### src/hw/rtl/pst_pkg.sv
// Shared types, register indexes and helpers for the particle state update pipeline.
// No dependencies; every other file imports this package.
package pst_pkg;

  localparam int CFG_IDX_W = 3;

  localparam logic [CFG_IDX_W-1:0] REG_GRAVITY_X   = 3'd0;
  localparam logic [CFG_IDX_W-1:0] REG_GRAVITY_Y   = 3'd1;
  localparam logic [CFG_IDX_W-1:0] REG_GRAVITY_Z   = 3'd2;
  localparam logic [CFG_IDX_W-1:0] REG_START_COLOR = 3'd3;
  localparam logic [CFG_IDX_W-1:0] REG_END_COLOR   = 3'd4;

  localparam logic [31:0] GRAVITY_X_RST   = 32'h0000_0000;
  localparam logic [31:0] GRAVITY_Y_RST   = 32'hFFFE_0000;
  localparam logic [31:0] GRAVITY_Z_RST   = 32'h0000_0000;
  localparam logic [31:0] START_COLOR_RST = 32'hFFFF_FFFF;
  localparam logic [31:0] END_COLOR_RST   = 32'hFFFF_FF00;

  // Number of quotient bits of the blend factor, one per divider stage.
  localparam int DIV_STAGES = 16;

  typedef struct packed {
    logic signed [31:0] pos_x;
    logic signed [31:0] pos_y;
    logic signed [31:0] pos_z;
    logic signed [31:0] vel_x;
    logic signed [31:0] vel_y;
    logic signed [31:0] vel_z;
    logic signed [31:0] spin_angle;
    logic signed [31:0] spin_rate;
    logic signed [23:0] life_left;
    logic [22:0]        life_total;
    logic [15:0]        time_step;
  } in_word_t;

  typedef struct packed {
    logic signed [31:0] new_pos_x;
    logic signed [31:0] new_pos_y;
    logic signed [31:0] new_pos_z;
    logic signed [31:0] new_vel_x;
    logic signed [31:0] new_vel_y;
    logic signed [31:0] new_vel_z;
    logic signed [31:0] new_spin_angle;
    logic [22:0]        new_life_left;
    logic [7:0]         color_red;
    logic [7:0]         color_green;
    logic [7:0]         color_blue;
    logic [7:0]         color_alpha;
  } out_word_t;

  // Motion results handed from the motion unit to the output alignment line.
  typedef struct packed {
    logic signed [31:0] pos_x;
    logic signed [31:0] pos_y;
    logic signed [31:0] pos_z;
    logic signed [31:0] vel_x;
    logic signed [31:0] vel_y;
    logic signed [31:0] vel_z;
    logic signed [31:0] angle;
    logic [22:0]        life;
  } motion_t;

  // Adds a Q16.16 value and a floored product (product >>> 16) and clamps to 32 bits.
  function automatic logic signed [31:0] add_sat(input logic signed [31:0] a,
                                                 input logic signed [48:0] prod);
    logic signed [33:0] sum;
    begin
      sum = {{2{a[31]}}, a} + {prod[48], prod[48:16]};
      if (sum > 34'sh0_7FFF_FFFF) begin
        add_sat = 32'sh7FFF_FFFF;
      end else if (sum < -34'sh0_8000_0000) begin
        add_sat = 32'sh8000_0000;
      end else begin
        add_sat = sum[31:0];
      end
    end
  endfunction

endpackage

### src/hw/rtl/pst_div.sv
// Pipelined restoring divider giving the 16-bit fractional blend factor, one bit per stage.
// Depends on pst_pkg; the dividend must be below the divisor.
module pst_div
  import pst_pkg::*;
(
  input  logic        clk,
  input  logic        en,
  input  logic [22:0] num,
  input  logic [22:0] den,
  output logic [15:0] quo
);

  logic [22:0] rem  [DIV_STAGES];
  logic [22:0] dsr  [DIV_STAGES];
  logic [15:0] qacc [DIV_STAGES];
  logic [23:0] st   [DIV_STAGES];

  function automatic logic [23:0] div_step(input logic [22:0] r, input logic [22:0] d);
    logic [23:0] r2;
    logic [23:0] diff;
    begin
      r2   = {r, 1'b0};
      diff = r2 - {1'b0, d};
      // Bit 23 carries the quotient bit, the low bits the next remainder.
      if (r2 >= {1'b0, d}) begin
        div_step = {1'b1, diff[22:0]};
      end else begin
        div_step = {1'b0, r2[22:0]};
      end
    end
  endfunction

  always_comb begin
    st[0] = div_step(num, den);
    for (int k = 1; k < DIV_STAGES; k++) begin
      st[k] = div_step(rem[k-1], dsr[k-1]);
    end
  end

  always_ff @(posedge clk) begin
    if (en) begin
      rem[0]  <= st[0][22:0];
      dsr[0]  <= den;
      qacc[0] <= {15'd0, st[0][23]};
      for (int k = 1; k < DIV_STAGES; k++) begin
        rem[k]  <= st[k][22:0];
        dsr[k]  <= dsr[k-1];
        qacc[k] <= {qacc[k-1][14:0], st[k][23]};
      end
    end
  end

  assign quo = qacc[DIV_STAGES-1];

endmodule

### config.mk
export PLATFORM = sky130hd
export DESIGN_NAME = pst_div
export DESIGN_NICKNAME = d
export VERILOG_FILES = /design/src/hw/rtl/pst_pkg.sv /design/src/hw/rtl/pst_div.sv
export SDC_FILE = /design/constraint.sdc
export NUM_CORES = 1
export LEC_CHECK = 0
export BUFFER_PORTS_ARGS = -buffer_cell sky130_fd_sc_hd__buf_2
export CAP_MARGIN = 40
export CORE_ASPECT_RATIO = 1.25
export CORE_MARGIN = 1.5
export CORE_UTILIZATION = 50
export DETAILED_ROUTE_END_ITERATION = 10
export GPL_TIMING_DRIVEN = 0
export PLACE_DENSITY_LB_ADDON = 0.25
export SETUP_SLACK_MARGIN = 0.5
export SLEW_MARGIN = 20
export SYNTH_ARGS = -nofsm -noshare
export SYNTH_HDL_FRONTEND = slang
export SYNTH_SLANG_ARGS = --single-unit
### constraint.sdc
create_clock -name clk -period 4.06 [get_ports clk]
set_input_delay 0.203 -clock clk [delete_from_list [all_inputs] [get_ports clk]]
set_output_delay 0.203 -clock clk [all_outputs]
set_load 0.01 [all_outputs]
==> run metrics <==
CTS tree=done; synth unique cells=90; Post-synth EDFFs=826; Net Switching=0.0154 W; relative slew slack=46.7%; Synth area leaders=edfxtp_1 (52%), ha_1 (9.7%), mux2_2 (5.6%); Pins Over Slew Limit=0; combinational share of power=48.6%; prevailing post-synth register cell=edfxtp_1; share of post-route cells with drive strength above 1=15.1%; post-route minimum period=3.51 ns; Clock Skew=0.0189 ns; RSZ-0062 raised after global routing=yes; Critical Path End Type=register; die height=347 um; CTS buffer count=86; CP Launch Type=register; Post-Layout Cell Count=5,567; post-synth net total=4,460; Yosys warning total=0; All-Layer GR Usage=21.2%; Clock Path Buffers=3; Achievable Freq=285 MHz; H-tree depth=3; vias in the first global route=32.9k; row count=126; final setup violating endpoints=0; Post-synth top cells=edfxtp_1 (826), inv_1 (440), ha_1 (367), a21oi_1 (285), mux2_2 (238); post-synth top area cell=edfxtp_1; WL per Instance=18.7 um; first-pass GRT wire length=161,000 um; Seq pwr share=32.6%; core area=94,300 um^2; Area growth, synth to finish=13.4%; # port buffers=63; Cells after DPL=5,324; Initial Util=50.3%; Cell Pwr Density=785 nW/um^2; Post-route DRC=0; Yosys top cell area share=52.3%; initial antenna violation count=0; Leakage=22.1 nW; critical path peak fanout=10; power share of the clock group=18.8%; register bit count reported by yosys=826; worst path required time=4.45 ns; post-DR vias/cell=5.61; crit share post-route=86.6%; final net count=4,714; CTS clk-pin slew, worst paths=0.06 ns; Antenna Nets Post-Route=0; IO Pins=64; worst ir drop on vdd=0.390 mV; Clock Sink Count=826; Netlist Area Pre-Place=47,400 um^2; Avg Inst Size Synth=11.8 um^2; DRT iter0 DRCs=1,332; Int Pwr=0.0268 W; FFs w/ async S/R, synth=0%; Critical Path AT=3.90 ns; DP Wirelength=79,100 um; CTS root buf=clkbuf_16; largest net degree at the start of global routing=106; Die ar.=96,700 um^2; Cells after Synth=4,030; Min-Delay Path Class=input port to register; Final GP Congestion=0.923; final core area utilization=57.1%; Routed WL=104,000 um; Die W=279 um; most frequent cell after synthesis=edfxtp_1; dpl ws=-0.463 ns; drt first pass iters=5; max_cap viols=0; worst slew pin tran=0.780 ns; Hold Vio Cnt, Final=0; status=completed; register area share after synthesis=52.3%; switching share of power=36.5%; DR vias=31.2k; Final WS setup=0.545 ns; Design Power=0.0422 W; GRT overflow=0; class of the most critical setup path=register to register; Clk Latency, worst-skew pair=0.65 ns
## metrics by stage
step	area (um^2)	setup TNS, ns	hold slack (ns)
2_1_floorplan	47400	0	0.302
3_3_place_gp	49300	-8135.26	0.396
3_5_place_dp	49600	-23.42	0.396
4_1_cts	53500	0	0.0769
5_1_grt	53800	0	0.162
6_report	53800	0	0.122
## repair_timing
item / in CTS / in global routing
resized for setup: 94 / 45
hold buffers: 46 / 0
pin swaps: 28 / 27
setup endpoints to repair: 333 / 237
hold endpoints to repair: 65 / 0
buffers inserted: 28 / 14
## metal layers
layer / global-route usage (%) / part of all wire (%) / vias to the layer above
li1: - / - / 15300
met1: 15.6 / 30 / 15100
met2: 47.5 / 62 / 553
met3: 2.54 / 2.4 / 314
met4: 13.4 / 6.4 / 0
met5: 0 / 0 / -
## power by group through the flow
| stage | clock network (W) | registers, W | logic [W] |
|---|---|---|---|
| finish | 0.00793 | 0.0138 | 0.0205 |
| global route | 0.00844 | 0.0140 | 0.0224 |
| CTS | 0.00811 | 0.0138 | 0.0202 |
| detailed placement | 0 | 0.0139 | 0.0193 |
| global placement | 0 | 0.0141 | 0.0190 |
| floorplan | 0 | 0.0135 | 0.0147 |
## logic make-up after synthesis
| logic type | after synthesis | synth area share (%) |
|---|---|---|
| AND/OR/NAND/NOR | 727 | 7.42 |
| buffers and inverters | 538 | 4.56 |
| adder cells (fa/ha/maj) | 382 | 10.3 |
| XOR/XNOR | 289 | 5.34 |
| AO/OA/AOI/OAI | 1003 | 13.7 |
| multiplexers | 265 | 6.42 |
| flip-flops | 826 | 52.3 |
## sequential cells by signal, indices dropped and copies added (netlist names)
name,cells
dsr,345
rem,345
qacc,136
## cell type report
cell class                      instances  area, um^2
Inverter                              440        1650
Antenna cell                            1        2.50
Multi-Input combinational cell       2666       20900
Clock inverter                         51         542
Clock buffer                          103        2260
Timing Repair Buffer                  166        1450
Tap cell                             1216        1520
Sequential cell                       826       24800
Fill cell                            7713       40500
Buffer                                 98         643
## cells in the final DEF, fill, tap and decap left out, types with 54 or more instances in the layout
master	n
nand3_1	63
ha_1	366
o21ai_0	209
nand2_1	203
a21o_1	161
nor2_1	181
a21oi_1	279
inv_1	439
edfxtp_1	826
buf_4	58
xor2_1	118
mux2_2	238
buf_2	68
clkbuf_16	88
xnor2_1	171
clkbuf_1	59
nand4_1	54
## critical path, cell delays in order, from the launching register on
cell and delay [ns]:
edfxtp_1 0.37, inv_1 0.10, fa_2 0.38, a21o_1 0.20, a21oi_2 0.17, o21ai_2 0.10, nand4_1 0.11, o211ai_1 0.25
nor4_4 0.36, o311ai_2 0.17, a211oi_2 0.34, buf_6 0.20, buf_6 0.17, mux2_2 0.35
## worst paths after layout
| kind | slack (ns) | end | from | cells after the start |
|---|---|---|---|---|
| setup / recovery | 0.55 | rem[0][127]$_DFFE_PP_ | dsr[4][0]$_DFFE_PP_ | 13 |
| hold / removal | 0.12 | rem[0][22]$_DFFE_PP_ | num[22] | 4 |
| setup reg to reg | 0.55 | rem[0][127]$_DFFE_PP_ | dsr[4][0]$_DFFE_PP_ | 13 |
| hold reg to reg | 0.41 | qacc[6][20]$_DFFE_PP_ | qacc[6][3]$_DFFE_PP_ | 0 |
Note: power is estimated with default switching activity, not from simulation.
