$ cat src/hw/rtl/pst_pkg.sv
// Shared types, register indexes and helpers for the particle state update pipeline.
// No dependencies; every other file imports this package.
package pst_pkg;

  localparam int CFG_IDX_W = 3;

  localparam logic [CFG_IDX_W-1:0] REG_GRAVITY_X   = 3'd0;
  localparam logic [CFG_IDX_W-1:0] REG_GRAVITY_Y   = 3'd1;
  localparam logic [CFG_IDX_W-1:0] REG_GRAVITY_Z   = 3'd2;
  localparam logic [CFG_IDX_W-1:0] REG_START_COLOR = 3'd3;
  localparam logic [CFG_IDX_W-1:0] REG_END_COLOR   = 3'd4;

  localparam logic [31:0] GRAVITY_X_RST   = 32'h0000_0000;
  localparam logic [31:0] GRAVITY_Y_RST   = 32'hFFFE_0000;
  localparam logic [31:0] GRAVITY_Z_RST   = 32'h0000_0000;
  localparam logic [31:0] START_COLOR_RST = 32'hFFFF_FFFF;
  localparam logic [31:0] END_COLOR_RST   = 32'hFFFF_FF00;

  // Number of quotient bits of the blend factor, one per divider stage.
  localparam int DIV_STAGES = 16;

  typedef struct packed {
    logic signed [31:0] pos_x;
    logic signed [31:0] pos_y;
    logic signed [31:0] pos_z;
    logic signed [31:0] vel_x;
    logic signed [31:0] vel_y;
    logic signed [31:0] vel_z;
    logic signed [31:0] spin_angle;
    logic signed [31:0] spin_rate;
    logic signed [23:0] life_left;
    logic [22:0]        life_total;
    logic [15:0]        time_step;
  } in_word_t;

  typedef struct packed {
    logic signed [31:0] new_pos_x;
    logic signed [31:0] new_pos_y;
    logic signed [31:0] new_pos_z;
    logic signed [31:0] new_vel_x;
    logic signed [31:0] new_vel_y;
    logic signed [31:0] new_vel_z;
    logic signed [31:0] new_spin_angle;
    logic [22:0]        new_life_left;
    logic [7:0]         color_red;
    logic [7:0]         color_green;
    logic [7:0]         color_blue;
    logic [7:0]         color_alpha;
  } out_word_t;

  // Motion results handed from the motion unit to the output alignment line.
  typedef struct packed {
    logic signed [31:0] pos_x;
    logic signed [31:0] pos_y;
    logic signed [31:0] pos_z;
    logic signed [31:0] vel_x;
    logic signed [31:0] vel_y;
    logic signed [31:0] vel_z;
    logic signed [31:0] angle;
    logic [22:0]        life;
  } motion_t;

  // Adds a Q16.16 value and a floored product (product >>> 16) and clamps to 32 bits.
  function automatic logic signed [31:0] add_sat(input logic signed [31:0] a,
                                                 input logic signed [48:0] prod);
    logic signed [33:0] sum;
    begin
      sum = {{2{a[31]}}, a} + {prod[48], prod[48:16]};
      if (sum > 34'sh0_7FFF_FFFF) begin
        add_sat = 32'sh7FFF_FFFF;
      end else if (sum < -34'sh0_8000_0000) begin
        add_sat = 32'sh8000_0000;
      end else begin
        add_sat = sum[31:0];
      end
    end
  endfunction

endpackage

$ cat src/hw/rtl/pst_blend.sv
// Two-stage color blend: channel products, then sum and truncation to 8 bits.
// Depends on pst_pkg.
module pst_blend
  import pst_pkg::*;
(
  input  logic        clk,
  input  logic        en,
  input  logic [31:0] start_color,
  input  logic [31:0] end_color,
  input  logic [15:0] t16,
  output logic [7:0]  chan [4]
);

  logic [24:0] ps [4];
  logic [23:0] pe [4];
  logic [16:0] inv_t;
  logic [24:0] sum [4];

  assign inv_t = 17'h1_0000 - {1'b0, t16};

  always_comb begin
    for (int c = 0; c < 4; c++) begin
      sum[c] = ps[c] + {1'b0, pe[c]};
    end
  end

  always_ff @(posedge clk) begin
    if (en) begin
      // Channel 0 is red, in the top byte.
      for (int c = 0; c < 4; c++) begin
        ps[c]   <= {8'd0, start_color[8*(3-c) +: 8]} * {8'd0, inv_t};
        pe[c]   <= {8'd0, end_color[8*(3-c) +: 8]} * {8'd0, t16};
        chan[c] <= sum[c][23:16];
      end
    end
  end

endmodule

$ cat config.mk
export PLATFORM = sky130hd
export DESIGN_NAME = pst_blend
export DESIGN_NICKNAME = d
export VERILOG_FILES = /design/src/hw/rtl/pst_pkg.sv /design/src/hw/rtl/pst_blend.sv
export SDC_FILE = /design/constraint.sdc
export NUM_CORES = 2
export LEC_CHECK = 0
export BUFFER_PORTS_ARGS = -buffer_cell sky130_fd_sc_hd__buf_2
export CAP_MARGIN = 25
export CELL_PAD_IN_SITES_DETAIL_PLACEMENT = 1
export CELL_PAD_IN_SITES_GLOBAL_PLACEMENT = 1
export CORE_MARGIN = 1.5
export CORE_UTILIZATION = 45
export DETAILED_ROUTE_END_ITERATION = 16
export PLACE_DENSITY = 0.82
export SLEW_MARGIN = 30
export SYNTH_ARGS = -nofsm -noshare
export SYNTH_HDL_FRONTEND = slang
export SYNTH_SLANG_ARGS = --single-unit
$ cat constraint.sdc
create_clock -name clk -period 7.95 [get_ports clk]
set_input_delay 1.59 -clock clk [delete_from_list [all_inputs] [get_ports clk]]
set_output_delay 1.59 -clock clk [all_outputs]
set_load 0.02 [all_outputs]
==> flow_results.xml <==
<?xml version="1.0" encoding="UTF-8"?>
<metrics>
  <group name="clock_tree">
    <metric name="clock_tree_root_driver_cell" unit="">clkbuf_16</metric>
    <metric name="worst_skew_pair.late_latency" unit="ns">0.62</metric>
    <metric name="tritoncts_num_sinks" unit="">224</metric>
    <metric name="worst_setup_hold_path_clk_slew" unit="ns">0.07</metric>
    <metric name="ctsHoldBuffers" unit="">0</metric>
    <metric name="post_cts_buffers" unit="">0</metric>
    <metric name="tritoncts.num_buffers" unit="">29</metric>
    <metric name="tritoncts_clock_tree" unit="">built</metric>
    <metric name="clock_tree.buffer_depth" unit="">3</metric>
    <metric name="cts_max_level" unit="">1</metric>
    <metric name="ctsResizeCount" unit="">0</metric>
  </group>
  <group name="detailed_routing">
    <metric name="routed_wire_length_per_instance" unit="µm">21.5</metric>
    <metric name="drt_first_iter_violations" unit="">1604</metric>
    <metric name="postRouteWirelength" unit="mm">118</metric>
    <metric name="detail_route.first_pass.iterations" unit="">5</metric>
    <metric name="detailroute.via_count" unit="">30500</metric>
    <metric name="drc" unit="">0</metric>
    <metric name="postRouteAntennaNets" unit="">0</metric>
    <metric name="avgViaCountPerCell" unit="">5.54</metric>
  </group>
  <group name="floorplanning">
    <metric name="row_count" unit="">110</metric>
    <metric name="die_area" unit="µm²">93700</metric>
    <metric name="initial_core_util" unit="%">45.6</metric>
    <metric name="die_w" unit="µm">306</metric>
    <metric name="die_y" unit="µm">306</metric>
    <metric name="coreArea" unit="µm²">90600</metric>
    <metric name="pin_count" unit="">114</metric>
  </group>
  <group name="sta">
    <metric name="timing_worst_slew_pin_value" unit="ns">0.922</metric>
    <metric name="fin_skew" unit="ns">0.0433</metric>
    <metric name="hold-worst-slack" unit="ns">0.661</metric>
    <metric name="final-setup-viol-count" unit="">0</metric>
    <metric name="finalHoldViolCount" unit="">0</metric>
    <metric name="totalNegativeSetupSlack" unit="ns">0</metric>
    <metric name="slew_headroom" unit="%">38.1</metric>
    <metric name="layout_worst_path_cycle_share" unit="%">92.6</metric>
    <metric name="timing.final.crit_period" unit="ns">7.36</metric>
    <metric name="rsz0062_at_grt" unit="">no</metric>
    <metric name="timing.fmax" unit="MHz">136</metric>
    <metric name="count_of_final_max_slew_check_failures" unit="">0</metric>
  </group>
  <group name="worst_setup_path">
    <metric name="cp_endpoint_kind" unit="">flop</metric>
    <metric name="critical_path.reg2reg.endpoint" unit="">chan[15]$_DFFE_PP_</metric>
    <metric name="worstRegToRegCells" unit="">10</metric>
    <metric name="critical-path-top-cell-by-count" unit="">fa_1</metric>
    <metric name="worst_ep_required_time" unit="ns">8.27</metric>
    <metric name="crit_path_top_delay_cell" unit="">nor4_1</metric>
    <metric name="path_max_fanout" unit="">22</metric>
    <metric name="critPathLaunchType" unit="">input pin</metric>
    <metric name="critical_path_cell_count" unit="">22</metric>
    <metric name="worst_case_register_to_register_setup_slack" unit="ns">4.81</metric>
    <metric name="worst_ep_arrival_time" unit="ns">7.69</metric>
    <metric name="crit_family" unit="">adder cells</metric>
    <metric name="cpPeakStageDelay" unit="ns">0.57</metric>
    <metric name="critical_path_buf_inv_count" unit="">3</metric>
    <metric name="r2r_start" unit="">ps[2][1]$_DFFE_PP_</metric>
    <metric name="critical_path.cell_chain" unit="">buf_2 -&gt; nor3_1 -&gt; nand2_1 -&gt; nor4_1 -&gt; xnor2_4 -&gt; and2_1 -&gt; fa_1 -&gt; fa_1 -&gt; fa_1 -&gt; inv_1 -&gt; fa_1 -&gt; inv_1 -&gt; ha_1 -&gt; a21o_1 -&gt; a21oi_1 -&gt; o21ai_0 -&gt; o211ai_1 -&gt; a21oi_1 -&gt; o31a_1 -&gt; o21a_1 -&gt; o41ai_2 -&gt; xnor2_1</metric>
    <metric name="timing.setup.critical_path_class" unit="">input pin to flop</metric>
  </group>
  <group name="synthesis">
    <metric name="synth_fp_nets" unit="">5466</metric>
    <metric name="count_of_warnings_emitted_by_yosys" unit="">0</metric>
    <metric name="synth_area" unit="µm²">41300</metric>
    <metric name="syn_area_per_cell" unit="µm²">9.72</metric>
    <metric name="edff_count_synth" unit="">224</metric>
    <metric name="ys_ff_latch" unit="">224</metric>
    <metric name="synth-async-reset-ratio" unit="%">0</metric>
    <metric name="synth_top_flop_cell" unit="">edfxtp_1</metric>
    <metric name="synthesis.instances" unit="">4255</metric>
    <metric name="seq_area_frac_synth" unit="%">16.3</metric>
    <metric name="post_synth_num_cell_types" unit="">70</metric>
  </group>
  <group name="pwr">
    <metric name="power.static_leakage" unit="nW">21.0</metric>
    <metric name="power.density" unit="nW/µm²">339</metric>
    <metric name="power.ir.vdd_worst" unit="mV">0.242</metric>
    <metric name="power" unit="mW">15.1</metric>
  </group>
  <group name="global_route">
    <metric name="maximum_number_of_pins_on_one_net_before_global_route_repair" unit="">120</metric>
    <metric name="number_of_global_route_vias_before_repair" unit="">35100</metric>
    <metric name="groute.usage.overall" unit="%">25.9</metric>
    <metric name="grt_antenna_before_repair" unit="">10</metric>
    <metric name="overflow" unit="">0</metric>
    <metric name="grt_pass1_wl" unit="mm">190</metric>
  </group>
  <group name="final_layout">
    <metric name="post_route_cells_drive_above_1_share" unit="%">6.37</metric>
    <metric name="n_fill_cell" unit="">10200</metric>
    <metric name="layout.nets" unit="">5506</metric>
    <metric name="finalNonFillerCells" unit="">5500</metric>
    <metric name="multiInputGateArea" unit="µm²">31500</metric>
    <metric name="relative_area_change_from_synthesis_to_final_layout" unit="%">7.65</metric>
    <metric name="final-seq-area" unit="µm²">6730</metric>
  </group>
  <group name="placement">
    <metric name="place_inst" unit="">5439</metric>
    <metric name="globalplace.congestion" unit="">0.865</metric>
    <metric name="detailed_place_hpwl" unit="mm">92.3</metric>
    <metric name="numPortBuffers" unit="">113</metric>
  </group>
  <group name="min_path">
    <metric name="worstHoldStart" unit="">pe[1][23]$_DFFE_PP_</metric>
    <metric name="min_delay_worst_endpoint" unit="">chan[23]$_DFFE_PP_</metric>
    <metric name="hp-class" unit="">flop to flop</metric>
    <metric name="timing.hold.worst_path_depth" unit="">2</metric>
  </group>
  <group name="outcome">
    <metric name="outcome" unit="">completed</metric>
  </group>
  <group name="flow_run">
    <metric name="cap_violations" unit="">0</metric>
  </group>
</metrics>
[synthesized netlist by cell type, types with 10 or more instances]
cell type | instances | area (µm²)
o21bai_1 | 25 | 188
nand2_1 | 419 | 1570
fa_1 | 692 | 13900
o21ai_0 | 62 | 310
ha_1 | 437 | 5470
nor2b_1 | 28 | 175
a31oi_1 | 10 | 62.6
edfxtp_1 | 224 | 6730
nand2b_1 | 15 | 93.8
clkbuf_1 | 170 | 638
nand3_1 | 37 | 185
xnor2_1 | 156 | 1370
a21oi_1 | 131 | 656
a211oi_1 | 11 | 82.6
xor2_1 | 47 | 412
a21o_1 | 60 | 450
nand4_1 | 10 | 62.6
nor2_1 | 101 | 379
and2_1 | 701 | 4390
nor3_1 | 35 | 175
inv_1 | 710 | 2670
a21boi_0 | 11 | 82.6
o21a_1 | 22 | 165
[power by group]
part | switching, mW | total (mW) | leakage (nW) | internal [mW]
Sequential | 0.300 | 2.74 | 2.19 | 2.44
Clock | 0.603 | 1.40 | 0.464 | 0.798
Combinational | 6.37 | 11.0 | 18.4 | 4.60
Total | 7.27 | 15.1 | 21.0 | 7.84
[layout make-up]
cell class                 instances  area share, %
antenna                            6         0.0337
clock buffer                      31           1.65
clock inverter                    23          0.523
inverter                         710           5.99
multi-input combinational       3141           70.7
sequential                       224           15.1
tap                             1176           3.31
timing repair buffer             189           2.71
[kinds of logic after synthesis]
group           synth area share (%)
compound gates                  6.91
xor+xnor                        4.30
fa+ha+maj                       46.7
buf+inv                         8.08
flops                           16.3
simple gates                    17.7
[routing by layer]
metal	share of wire, %	global-route usage [%]
met2	52	47.5
met4	4.3	9.98
met1	39	31.2
met5	0.025	0
met3	4.7	2.48
[sequential cells by signal, summed over array words and instances, names as in the netlist]
register	flops
pe	96
chan	32
ps	96
[worst max-delay path by stage]
stage,startpoint,to
after global routing,t16[3],ps[0][23]$_DFFE_PP_
after floorplan,t16[0],ps[2][23]$_DFFE_PP_
after global placement,t16[6],ps[2][23]$_DFFE_PP_
final,t16[3],ps[0][23]$_DFFE_PP_
after CTS,t16[3],ps[3][23]$_DFFE_PP_
after detailed placement,t16[3],ps[3][23]$_DFFE_PP_
[cells in the final DEF, fill, tap and decap left out, types with 6 or more instances in the layout]
master	n
a211oi_1	11
o31a_1	7
nand4_1	10
clkinv_1	6
o21bai_1	25
o21a_1	22
clkbuf_16	29
a21oi_1	131
a21boi_0	11
o211ai_1	9
ha_1	437
nand2_1	419
and3_1	7
or3_1	9
nor4_1	8
nor2_1	101
and4_1	6
fa_1	692
xor2_1	43
nor3_1	35
edfxtp_1	224
buf_2	112
nand3_1	37
and2_1	701
buf_4	71
inv_1	710
o31ai_1	6
a21o_1	60
a31oi_1	10
nand2b_1	15
o21ai_0	62
xnor2_1	146
nor2b_1	28
diode_2	6
[worst min-delay path, cell delays in order, from the launching register on]
cell and delay [ns]:
edfxtp_1 0.33, xor2_1 0.08, xnor2_1 0.15
[metrics by stage]
stage	setup WS (ns)	instance area [µm²]	util (%)
2_1_floorplan	0.663	41300	-
3_5_place_dp	0.0606	43500	48.0
5_1_grt	0.363	44500	49.1
4_1_cts	0.638	44500	49.1
3_3_place_gp	0.242	43400	48.0
6_report	0.586	44500	49.1
Power figures use the tool's default switching activity.
